File: config.mk
export PLATFORM = sky130hd
export DESIGN_NAME = step_charging_mode_controller_unit
export DESIGN_NICKNAME = d
export VERILOG_FILES = /design/src/scmc_pkg.sv /design/src/scmc_ram.sv /design/src/scmc_ctrl.sv /design/src/scmc_dpath.sv /design/src/step_charging_mode_controller_unit.sv
export SDC_FILE = /design/constraint.sdc
export NUM_CORES = 1
export LEC_CHECK = 0
export BUFFER_PORTS_ARGS = -buffer_cell sky130_fd_sc_hd__buf_2
export CAP_MARGIN = 0
export CORE_ASPECT_RATIO = 0.75
export CORE_MARGIN = 2
export CORE_UTILIZATION = 52
export DETAILED_ROUTE_END_ITERATION = 16
export PLACE_DENSITY = 0.7
export SLEW_MARGIN = 20
export SYNTH_ARGS = -nofsm -noshare
export SYNTH_HDL_FRONTEND = slang
export SYNTH_HIERARCHICAL = 1
export SYNTH_SLANG_ARGS = --single-unit
File: constraint.sdc
create_clock -name clk -period 8.9 [get_ports clk]
set_clock_uncertainty 0.15 [all_clocks]
set_input_delay 0.445 -clock clk [delete_from_list [all_inputs] [get_ports clk]]
set_output_delay 0.445 -clock clk [all_outputs]
set_load 0.02 [all_outputs]
File: src/scmc_pkg.sv
package scmc_pkg;

  // Default depth of the step table.
  localparam int SCMC_MAX_STEPS = 8;

  // Field widths of the item and result ports.
  localparam int FV_W    = 13;
  localparam int CUR_W   = 12;
  localparam int STEP_W  = 3;
  localparam int COUNT_W = 4;
  localparam int GAP_W   = 8;

  // Configuration port.
  localparam int CFG_IDX_W  = 4;
  localparam int CFG_DATA_W = 8;

  localparam logic [CFG_IDX_W-1:0] REG_STEP_COUNT  = 4'd0;
  localparam logic [CFG_IDX_W-1:0] REG_VOLTAGE_GAP = 4'd1;

  localparam logic [GAP_W-1:0] GAP_RESET = 8'd25;

  // Item kind code for a table load.
  localparam logic KIND_LOAD = 1'b1;

  // One step table entry as stored in the RAM.
  typedef struct packed {
    logic [FV_W-1:0]  fv;
    logic [CUR_W-1:0] ichg;
    logic [CUR_W-1:0] cc_exit;
    logic [CUR_W-1:0] cv_exit;
  } entry_t;

  localparam int ENTRY_W = $bits(entry_t);

  // Charging modes.
  typedef enum logic [2:0] {
    MODE_CC        = 3'd0,
    MODE_CC_ADJ    = 3'd1,
    MODE_CV_CHECK  = 3'd2,
    MODE_CV_PRESET = 3'd3,
    MODE_CV        = 3'd4,
    MODE_CV_ADJ    = 3'd5,
    MODE_CHANGE    = 3'd6
  } mode_t;

  // Vote set codes, used for both release and apply.
  typedef enum logic [1:0] {
    VOTE_NONE = 2'd0,
    VOTE_CC   = 2'd1,
    VOTE_CV   = 2'd2
  } vote_t;

  // Commands from the controller to the datapath.
  typedef struct packed {
    logic accept;
    logic clear;
    logic search_init;
    logic search_next;
    logic search_enter;
    logic eval;
    logic addr_search;
    logic finish;
  } dp_cmd_t;

  // Status from the datapath to the controller.
  typedef struct packed {
    logic is_load;
    logic stop;
    logic hold;
    logic active;
    logic empty;
    logic search_more;
  } dp_status_t;

endpackage

File: src/scmc_ram.sv
module scmc_ram #(
  parameter int WIDTH = 8,
  parameter int DEPTH = 8,
  localparam int AW = (DEPTH > 1) ? $clog2(DEPTH) : 1
) (
  input  logic             clk,
  input  logic             we,
  input  logic [AW-1:0]    waddr,
  input  logic [WIDTH-1:0] wdata,
  input  logic [AW-1:0]    raddr,
  output logic [WIDTH-1:0] rdata
);

  logic [WIDTH-1:0] mem [DEPTH];

  // One write port and one registered read port.
  always_ff @(posedge clk) begin
    if (we) begin
      mem[waddr] <= wdata;
    end
    rdata <= mem[raddr];
  end

endmodule

File: src/scmc_ctrl.sv
module scmc_ctrl import scmc_pkg::*; (
  input  logic       clk,
  input  logic       rst,
  input  logic       start,
  output logic       busy,
  output logic       done,
  output dp_cmd_t    cmd,
  input  dp_status_t status
);

  typedef enum logic [6:0] {
    S_IDLE     = 7'b0000001,
    S_DISPATCH = 7'b0000010,
    S_SRCH_RD  = 7'b0000100,
    S_SRCH_CHK = 7'b0001000,
    S_EVAL     = 7'b0010000,
    S_FETCH    = 7'b0100000,
    S_DONE     = 7'b1000000
  } state_t;

  state_t state;
  state_t state_next;

  assign busy = (state != S_IDLE);

  // State register and the result strobe.
  always_ff @(posedge clk) begin
    if (rst) begin
      state <= S_IDLE;
      done  <= 1'b0;
    end else begin
      state <= state_next;
      done  <= (state == S_DONE);
    end
  end

  // Sequencing of one item.
  always_comb begin
    cmd        = '0;
    state_next = state;
    case (state)
      S_IDLE: begin
        if (start) begin
          cmd.accept = 1'b1;
          state_next = S_DISPATCH;
        end
      end
      S_DISPATCH: begin
        if (status.is_load) begin
          state_next = S_DONE;
        end else if (status.stop) begin
          cmd.clear  = 1'b1;
          state_next = S_DONE;
        end else if (status.hold) begin
          state_next = S_DONE;
        end else if (!status.active) begin
          if (status.empty) begin
            state_next = S_DONE;
          end else begin
            cmd.search_init = 1'b1;
            state_next      = S_SRCH_RD;
          end
        end else begin
          state_next = S_EVAL;
        end
      end
      S_SRCH_RD: begin
        cmd.addr_search = 1'b1;
        state_next      = S_SRCH_CHK;
      end
      S_SRCH_CHK: begin
        cmd.addr_search = 1'b1;
        if (status.search_more) begin
          cmd.search_next = 1'b1;
          state_next      = S_SRCH_RD;
        end else begin
          cmd.search_enter = 1'b1;
          state_next       = S_DONE;
        end
      end
      S_EVAL: begin
        cmd.eval   = 1'b1;
        state_next = S_FETCH;
      end
      S_FETCH: begin
        state_next = S_DONE;
      end
      S_DONE: begin
        cmd.finish = 1'b1;
        state_next = S_IDLE;
      end
      default: begin
        state_next = S_IDLE;
      end
    endcase
  end

endmodule

File: src/scmc_dpath.sv
module scmc_dpath import scmc_pkg::*; #(
  parameter int MAX_STEPS = SCMC_MAX_STEPS
) (
  input  logic                  clk,
  input  logic                  rst,
  input  dp_cmd_t               cmd,
  output dp_status_t            status,
  input  logic                  cfg_valid,
  output logic                  cfg_ready,
  input  logic [CFG_IDX_W-1:0]  cfg_index,
  input  logic [CFG_DATA_W-1:0] cfg_data,
  input  logic                  kind,
  input  logic                  charging,
  input  logic                  thermal_ok,
  input  logic                  hold_active,
  input  logic [FV_W-1:0]       average_voltage,
  input  logic [FV_W-1:0]       present_voltage,
  input  logic [CUR_W-1:0]      input_current,
  input  logic [STEP_W-1:0]     entry_index,
  input  logic [FV_W-1:0]       entry_voltage,
  input  logic [CUR_W-1:0]      entry_charge_current,
  input  logic [CUR_W-1:0]      entry_cc_exit,
  input  logic [CUR_W-1:0]      entry_cv_exit,
  output logic                  step_valid,
  output logic [STEP_W-1:0]     step_number,
  output logic [2:0]            mode_now,
  output logic [1:0]            release_vote,
  output logic [1:0]            apply_vote,
  output logic                  clear_all,
  output logic [FV_W-1:0]       voltage_target,
  output logic [CUR_W-1:0]      current_target
);

  localparam int IDX_W = (MAX_STEPS > 1) ? $clog2(MAX_STEPS) : 1;
  localparam int CNT_W = $clog2(MAX_STEPS + 1);
  localparam int W     = (CNT_W > COUNT_W) ? CNT_W : COUNT_W;
  localparam logic [W-1:0] MAX_W = W'(MAX_STEPS);

  logic [COUNT_W-1:0] step_count;
  logic [GAP_W-1:0]   voltage_gap;
  logic [W-1:0]       vcount;

  logic               kind_q;
  logic               charging_q;
  logic               thermal_q;
  logic               hold_q;
  logic [FV_W-1:0]    vavg_q;
  logic [FV_W-1:0]    vnow_q;
  logic [CUR_W-1:0]   iin_q;

  logic               act_flag;
  logic [IDX_W-1:0]   act_step;
  mode_t              mode;
  vote_t              rel;
  vote_t              app;
  logic               clr;
  logic [IDX_W-1:0]   idx;

  logic               ram_we;
  logic [IDX_W-1:0]   ram_raddr;
  entry_t             ram_wdata;
  logic [ENTRY_W-1:0] ram_rdata;
  entry_t             rd;

  logic [W-1:0]       step_plus;
  logic [W-1:0]       idx_plus;
  logic               next_ok;
  logic [FV_W:0]      cc_floor;

  mode_t              ev_mode;
  logic [IDX_W-1:0]   ev_step;
  vote_t              ev_rel;
  vote_t              ev_app;

  // Configuration registers; writes are always taken.
  assign cfg_ready = 1'b1;

  always_ff @(posedge clk) begin
    if (rst) begin
      step_count  <= '0;
      voltage_gap <= GAP_RESET;
    end else if (cfg_valid && cfg_ready) begin
      case (cfg_index)
        REG_STEP_COUNT:  step_count  <= cfg_data[COUNT_W-1:0];
        REG_VOLTAGE_GAP: voltage_gap <= cfg_data;
        default: ;
      endcase
    end
  end

  // Number of usable entries, capped at the table depth.
  assign vcount = (W'(step_count) > MAX_W) ? MAX_W : W'(step_count);

  // Monitor fields are held for the length of the item.
  always_ff @(posedge clk) begin
    if (cmd.accept) begin
      kind_q     <= kind;
      charging_q <= charging;
      thermal_q  <= thermal_ok;
      hold_q     <= hold_active;
      vavg_q     <= average_voltage;
      vnow_q     <= present_voltage;
      iin_q      <= input_current;
    end
  end

  // Step table: a load item writes its entry on the transfer edge.
  assign ram_we = cmd.accept && (kind == KIND_LOAD) && (int'(entry_index) < MAX_STEPS);
  assign ram_wdata.fv      = entry_voltage;
  assign ram_wdata.ichg    = entry_charge_current;
  assign ram_wdata.cc_exit = entry_cc_exit;
  assign ram_wdata.cv_exit = entry_cv_exit;
  assign ram_raddr = cmd.addr_search ? idx : act_step;
  assign rd        = entry_t'(ram_rdata);

  scmc_ram #(
    .WIDTH (ENTRY_W),
    .DEPTH (MAX_STEPS)
  ) u_table (
    .clk   (clk),
    .we    (ram_we),
    .waddr (IDX_W'(entry_index)),
    .wdata (ram_wdata),
    .raddr (ram_raddr),
    .rdata (ram_rdata)
  );

  // Neighbour indexes and comparisons.
  assign step_plus = W'(act_step) + W'(1);
  assign idx_plus  = W'(idx) + W'(1);
  assign next_ok   = (step_plus < vcount);
  assign cc_floor  = (FV_W + 1)'(vnow_q) + (FV_W + 1)'(voltage_gap);

  // Status towards the controller.
  assign status.is_load     = (kind_q == KIND_LOAD);
  assign status.stop        = !charging_q || !thermal_q;
  assign status.hold        = hold_q;
  assign status.active      = act_flag;
  assign status.empty       = (vcount == '0);
  assign status.search_more = (idx_plus < vcount) && (rd.fv < vavg_q);

  // Mode transition of the active step.
  always_comb begin
    ev_mode = mode;
    ev_step = act_step;
    ev_rel  = VOTE_NONE;
    ev_app  = VOTE_NONE;
    case (mode)
      MODE_CC, MODE_CC_ADJ: begin
        if ((FV_W + 1)'(rd.fv) > cc_floor) begin
          ev_mode = MODE_CC;
        end else if (rd.cc_exit > iin_q) begin
          ev_mode = mode_t'(mode + 3'd1);
        end else begin
          ev_mode = MODE_CC;
        end
      end
      MODE_CV_CHECK: begin
        ev_rel = VOTE_CC;
        if (rd.cv_exit > iin_q) begin
          if (next_ok) begin
            ev_step = step_plus[IDX_W-1:0];
            ev_mode = MODE_CC;
            ev_app  = VOTE_CC;
          end
        end else begin
          ev_app  = VOTE_CV;
          ev_mode = MODE_CV;
        end
      end
      MODE_CV_PRESET: begin
        ev_app  = VOTE_CV;
        ev_mode = MODE_CV;
      end
      MODE_CV, MODE_CV_ADJ: begin
        ev_mode = (rd.cv_exit > iin_q) ? mode_t'(mode + 3'd1) : MODE_CV;
      end
      MODE_CHANGE: begin
        ev_rel = VOTE_CV;
        if (next_ok) begin
          ev_step = step_plus[IDX_W-1:0];
          ev_mode = MODE_CC;
          ev_app  = VOTE_CC;
        end
      end
      default: ;
    endcase
  end

  // Step, mode, search index and the votes of the current item.
  always_ff @(posedge clk) begin
    if (rst) begin
      act_flag <= 1'b0;
      act_step <= '0;
      mode     <= MODE_CC;
      rel      <= VOTE_NONE;
      app      <= VOTE_NONE;
      clr      <= 1'b0;
      idx      <= '0;
    end else begin
      if (cmd.accept) begin
        rel <= VOTE_NONE;
        app <= VOTE_NONE;
        clr <= 1'b0;
      end
      if (cmd.clear) begin
        act_flag <= 1'b0;
        act_step <= '0;
        mode     <= MODE_CC;
        clr      <= 1'b1;
      end
      if (cmd.search_init) begin
        idx <= '0;
      end
      if (cmd.search_next) begin
        idx <= idx_plus[IDX_W-1:0];
      end
      if (cmd.search_enter) begin
        act_flag <= 1'b1;
        act_step <= idx;
        mode     <= MODE_CC;
        app      <= VOTE_CC;
      end
      if (cmd.eval) begin
        act_step <= ev_step;
        mode     <= ev_mode;
        rel      <= ev_rel;
        app      <= ev_app;
      end
    end
  end

  // Result registers, loaded once per item.
  always_ff @(posedge clk) begin
    if (cmd.finish) begin
      step_valid     <= act_flag;
      step_number    <= act_flag ? STEP_W'(act_step) : '0;
      mode_now       <= mode;
      release_vote   <= rel;
      apply_vote     <= app;
      clear_all      <= clr;
      voltage_target <= act_flag ? rd.fv : '0;
      current_target <= act_flag ? rd.ichg : '0;
    end
  end

endmodule

File: src/step_charging_mode_controller_unit.sv
// Step-charging mode controller.
//
// Items enter on a command channel: an item transfers at a rising edge with
// start high and busy low. kind selects a table load (one step entry written)
// or a monitor tick. A tick with charging or thermal_ok low clears the step,
// one with hold_active high keeps it; any other advances the charging mode of
// the active step or, with no step active, searches the table for the first
// entry at or above the average voltage, else the last valid one. Every item
// gives exactly one result, shown on the result ports for one cycle with done
// high; the receiver cannot stall it. Configuration registers are written over
// the cfg channel (cfg_ready is always high) while the block is idle; the user
// must keep to this, as the block itself does not enforce it.
//
// A load, stop, power hold or empty table goes from dispatch straight to done;
// a mode step passes evaluate and fetch first; a search passes read and check
// per entry examined, as the table has one read port. busy falls in the done
// cycle, so the next item may transfer there. Reset clears the step, mode and
// step count, sets the gap to GAP_RESET; the table is undefined until loaded.
module step_charging_mode_controller_unit import scmc_pkg::*; #(
  parameter int MAX_STEPS = SCMC_MAX_STEPS
) (
  input  logic                  clk,
  input  logic                  rst,
  input  logic                  start,
  output logic                  busy,
  output logic                  done,
  input  logic                  cfg_valid,
  output logic                  cfg_ready,
  input  logic [CFG_IDX_W-1:0]  cfg_index,
  input  logic [CFG_DATA_W-1:0] cfg_data,
  input  logic                  kind,
  input  logic                  charging,
  input  logic                  thermal_ok,
  input  logic                  hold_active,
  input  logic [FV_W-1:0]       average_voltage,
  input  logic [FV_W-1:0]       present_voltage,
  input  logic [CUR_W-1:0]      input_current,
  input  logic [STEP_W-1:0]     entry_index,
  input  logic [FV_W-1:0]       entry_voltage,
  input  logic [CUR_W-1:0]      entry_charge_current,
  input  logic [CUR_W-1:0]      entry_cc_exit,
  input  logic [CUR_W-1:0]      entry_cv_exit,
  output logic                  step_valid,
  output logic [STEP_W-1:0]     step_number,
  output logic [2:0]            mode_now,
  output logic [1:0]            release_vote,
  output logic [1:0]            apply_vote,
  output logic                  clear_all,
  output logic [FV_W-1:0]       voltage_target,
  output logic [CUR_W-1:0]      current_target
);

  dp_cmd_t    cmd;
  dp_status_t status;

  // Sequencer for one item at a time.
  scmc_ctrl u_ctrl (
    .clk    (clk),
    .rst    (rst),
    .start  (start),
    .busy   (busy),
    .done   (done),
    .cmd    (cmd),
    .status (status)
  );

  // Step table, mode state and result registers.
  scmc_dpath #(
    .MAX_STEPS (MAX_STEPS)
  ) u_dpath (
    .clk                  (clk),
    .rst                  (rst),
    .cmd                  (cmd),
    .status               (status),
    .cfg_valid            (cfg_valid),
    .cfg_ready            (cfg_ready),
    .cfg_index            (cfg_index),
    .cfg_data             (cfg_data),
    .kind                 (kind),
    .charging             (charging),
    .thermal_ok           (thermal_ok),
    .hold_active          (hold_active),
    .average_voltage      (average_voltage),
    .present_voltage      (present_voltage),
    .input_current        (input_current),
    .entry_index          (entry_index),
    .entry_voltage        (entry_voltage),
    .entry_charge_current (entry_charge_current),
    .entry_cc_exit        (entry_cc_exit),
    .entry_cv_exit        (entry_cv_exit),
    .step_valid           (step_valid),
    .step_number          (step_number),
    .mode_now             (mode_now),
    .release_vote         (release_vote),
    .apply_vote           (apply_vote),
    .clear_all            (clear_all),
    .voltage_target       (voltage_target),
    .current_target       (current_target)
  );

endmodule

==> flow_metrics.tcl <==
set metrics [dict create \
    tritoncts_sinks 555 \
    cts-root-buf "sky130_fd_sc_hd__clkbuf_16" \
    synth.yosys.seq_area_share_pct 71.81 \
    groute.usage.overall_pct 20.15 \
    avgRoutedWirePerCell_um 21.04 \
    rr_startpoint "u_dpath/vnow_q[0]" \
    final_cell_count_no_fill 2084 \
    placement_rows 65 \
    netlist.top_cell.by_area "sky130_fd_sc_hd__edfxtp_1" \
    io-pin-count 150 \
    critical_path.endpoint "u_dpath/mode[0]" \
    report.power.total_mw 5.290 \
    wirelength_um 43850 \
    drtAntennaViolNets 0 \
    yosys.cell_types.count 68 \
    comb_power_share_pct 4.6 \
    timing.max_cap.violations 0 \
    critical_path_required_ns 9.21 \
    finalCritPeriodShare_pct 48.61 \
    cts_max_level 2 \
    outcome "completed" \
    power.density_cell_area_nw_per_um2 202.7 \
    fin_hold_ws_ns 0.05790 \
    place.detailed.instances 1886 \
    hpwl_um 24530 \
    async_reset_ff_share_pct 0 \
    grt_pass1_vias 11590 \
    start_kind "flip-flop" \
    clk_latency_ns 0.58 \
    worst-setup-path-type "reg2reg" \
    switching_share_pct 20.51 \
    crit_slowest_cell "sky130_fd_sc_hd__o41ai_2" \
    syn-mean-instance-area_um2 18.36 \
    clkPwrFrac_pct 41.0 \
    finalSetupViolCount 0 \
    regToRegSetupSlack_ns 4.57 \
    antenna_violations_before_repair 4 \
    mostFrequentLayoutCells "471 x sky130_fd_sc_hd__edfxtp_1, 148 x sky130_fd_sc_hd__buf_2, 98 x sky130_fd_sc_hd__dlygate4sd3_1, 98 x sky130_fd_sc_hd__mux4_2, 84 x sky130_fd_sc_hd__dfxtp_1" \
    total_leakage_power_nw 9.042 \
    number_of_hold_violations_in_the_final_report 0 \
    first_iter_violations 898 \
    report.final.slew_viol_count 0 \
    internal-power_mw 4.205 \
    vias_per_cell 5.481 \
    number_of_enable_flip_flop_cells_after_synthesis 471 \
    mostFrequentLayoutCell "sky130_fd_sc_hd__edfxtp_1" \
    dieArea_um2 44060 \
    synth.yosys.warnings 6 \
    synth_area_leaders "sky130_fd_sc_hd__edfxtp_1 64%, sky130_fd_sc_hd__mux4_2 10%, sky130_fd_sc_hd__dfxtp_1 7.6%" \
    1st_pass_router_iterations 5 \
    critical-path-top-delay-family "compound AO/OA/AOI/OAI gates" \
    initial_util_pct 52.51 \
    worstHoldPathType "in2reg" \
    synth.cell_area_um2 22040 \
    clk_pin_slew_worst_paths_ns 0.06 \
    syn-instance-count 1200 \
    grt_max_degree 99 \
    setup_tns_ns 0 \
    worst_r2r_endpoint "u_dpath/mode[0]" \
    syn-num-nets 1379 \
    clockBufferDepth 3 \
    ys_dominant_reg_cell "sky130_fd_sc_hd__edfxtp_1" \
    slew_headroom_pct 39.28 \
    timing.critical_path.arrival_ns 4.63 \
    cp.depth 15 \
    min_period_ns 4.326 \
    ys_seq_elements 555 \
    grt_first_pass_wirelength_um 67730 \
    cts_tree "yes" \
    routed-via-count 11422 \
    post_cts_buffers 0 \
    io_buffers 148 \
    cp_num_buf_inv 0 \
    synthDominantCellAreaShare_pct 64.18 \
    cts_buffers 52 \
    fp.coreArea_um2 41970 \
    vdd.ir_drop.worst_uv 159.7 \
    worst_slew_pin_slew_ns 0.9108 \
    finish.net_count 1648 \
    overflow 0 \
    cp_slowest_stage_delay_ns 0.53 \
    sequential_fraction_of_design_power_pct 54.4 \
    cts_resized 0 \
    routabilityCongestion 0.8290 \
    die_width_um 241.7 \
    drive_above_1_share_pct 28.06 \
    die_y_um 182.3 \
    element_type_at_the_critical_path_end "flip-flop" \
    drc 0 \
    area_growth_pct 18.45 \
    rsz0062_at_grt "false" \
    cp_max_fo 3 \
    timing.fmax_mhz 231.2 \
    p_sw_mw 1.085 \
    final_core_util_pct 62.20 \
    crit_chain "ha_1 -> fa_1 -> a21o_1 -> a21oi_1 -> nor2b_1 -> o21a_1 -> o41ai_2 -> nor2_1 -> xnor2_1 -> ha_1 -> nand4_1 -> o31a_1 -> o41ai_2 -> nor4_1 -> a221o_1" \
    worst_r2r_path_depth 15 \
    worst_setup_path_startpoint "u_dpath/vnow_q[0]" \
]
-- worst reg2reg max path: cells and delay by family (launching register included) --
family / cells / cell delay (ns)
AO/OA/AOI/OAI: 7 / 2.11
XOR/XNOR: 1 / 0.14
adder cells (fa/ha/maj): 3 / 0.97
flip-flops: 1 / 0.37
AND/OR/NAND/NOR: 4 / 0.47
-- synthesized netlist by cell type, drive strengths merged (20+ instances only) --
| master | n |
|---|---|
| a21oi | 36 |
| and2 | 30 |
| buf | 29 |
| dfxtp | 84 |
| edfxtp | 471 |
| ha | 68 |
| inv | 45 |
| mux2 | 51 |
| mux4 | 98 |
| nand2 | 29 |
| nor2 | 49 |
| o21ai | 20 |
-- power groups by stage --
stage / clock network, mW / registers, mW / logic [mW]
floorplan: 0 / 2.93 / 0.115
global placement: 0 / 2.93 / 0.198
detailed placement: 0 / 2.94 / 0.204
CTS: 2.22 / 2.88 / 0.241
global route: 2.33 / 2.88 / 0.268
finish: 2.17 / 2.88 / 0.241
-- per-stage QoR --
stage	area [um2]	worst slack, ns
finish	26100	4.574
CTS	26090	4.594
global route	26100	4.170
detailed placement	23440	4.626
floorplan	22040	1.385
global placement	23440	4.736
-- flip-flops by register name, indices dropped and copies added (netlist names), 4 cells and up --
signal                  count
u_ctrl/state                7
u_dpath/current_target     12
u_dpath/iin_q              12
u_dpath/step_count          4
u_dpath/u_table/mem       392
u_dpath/u_table/rdata      49
u_dpath/vavg_q             13
u_dpath/vnow_q             13
u_dpath/voltage_gap         8
u_dpath/voltage_target     13
-- metal layers --
layer | vias to the layer above | part of all wire [%] | GRT usage [%]
li1 | 5285 | - | -
met1 | 5798 | 46 | 29.26
met2 | 276 | 47 | 32.06
met3 | 63 | 5.1 | 3.485
met4 | 0 | 1.8 | 5.235
met5 | - | 0 | 0
-- cell families after synthesis --
group	after synthesis	synth area share (%)
AOI/OAI and AO/OA	109	3.537
xor gates and xnor gates	16	0.6359
adders and majority gates	69	3.952
buffers and inverters	92	2.038
DFF	555	71.81
muxes	159	13.08
other	1	0.01702
and+or+nand+nor	199	4.928
-- what timing repair did --
action	4_1_cts	5_1_grt
hold buffers	98	0
hold endpoints to repair	443	0
endpoints found under the setup margin	0	0
-- how the worst min path moves through the flow --
stage | from | end | depth (start not counted)
CTS | cfg_data[4] | u_dpath/voltage_gap[4] | 3
finish | cfg_data[4] | u_dpath/voltage_gap[4] | 3
global placement | u_dpath/rel[0] | u_dpath/release_vote[0] | 0
global route | cfg_data[4] | u_dpath/voltage_gap[4] | 3
floorplan | u_dpath/rel[0] | u_dpath/release_vote[0] | 0
detailed placement | u_dpath/rel[0] | u_dpath/release_vote[0] | 0
-- final cells by class --
class / instances / area, um2
fillers: 3039 / 15860
flip-flops and latches: 555 / 15830
multi-input cells: 553 / 5871
repair buffers: 262 / 1842
clock buffers: 69 / 1415
well taps: 569 / 711.9
clock inverters: 27 / 257.7
inverters: 45 / 168.9
diodes: 4 / 10.01
No activity file was read; power rests on OpenSTA's default activity.
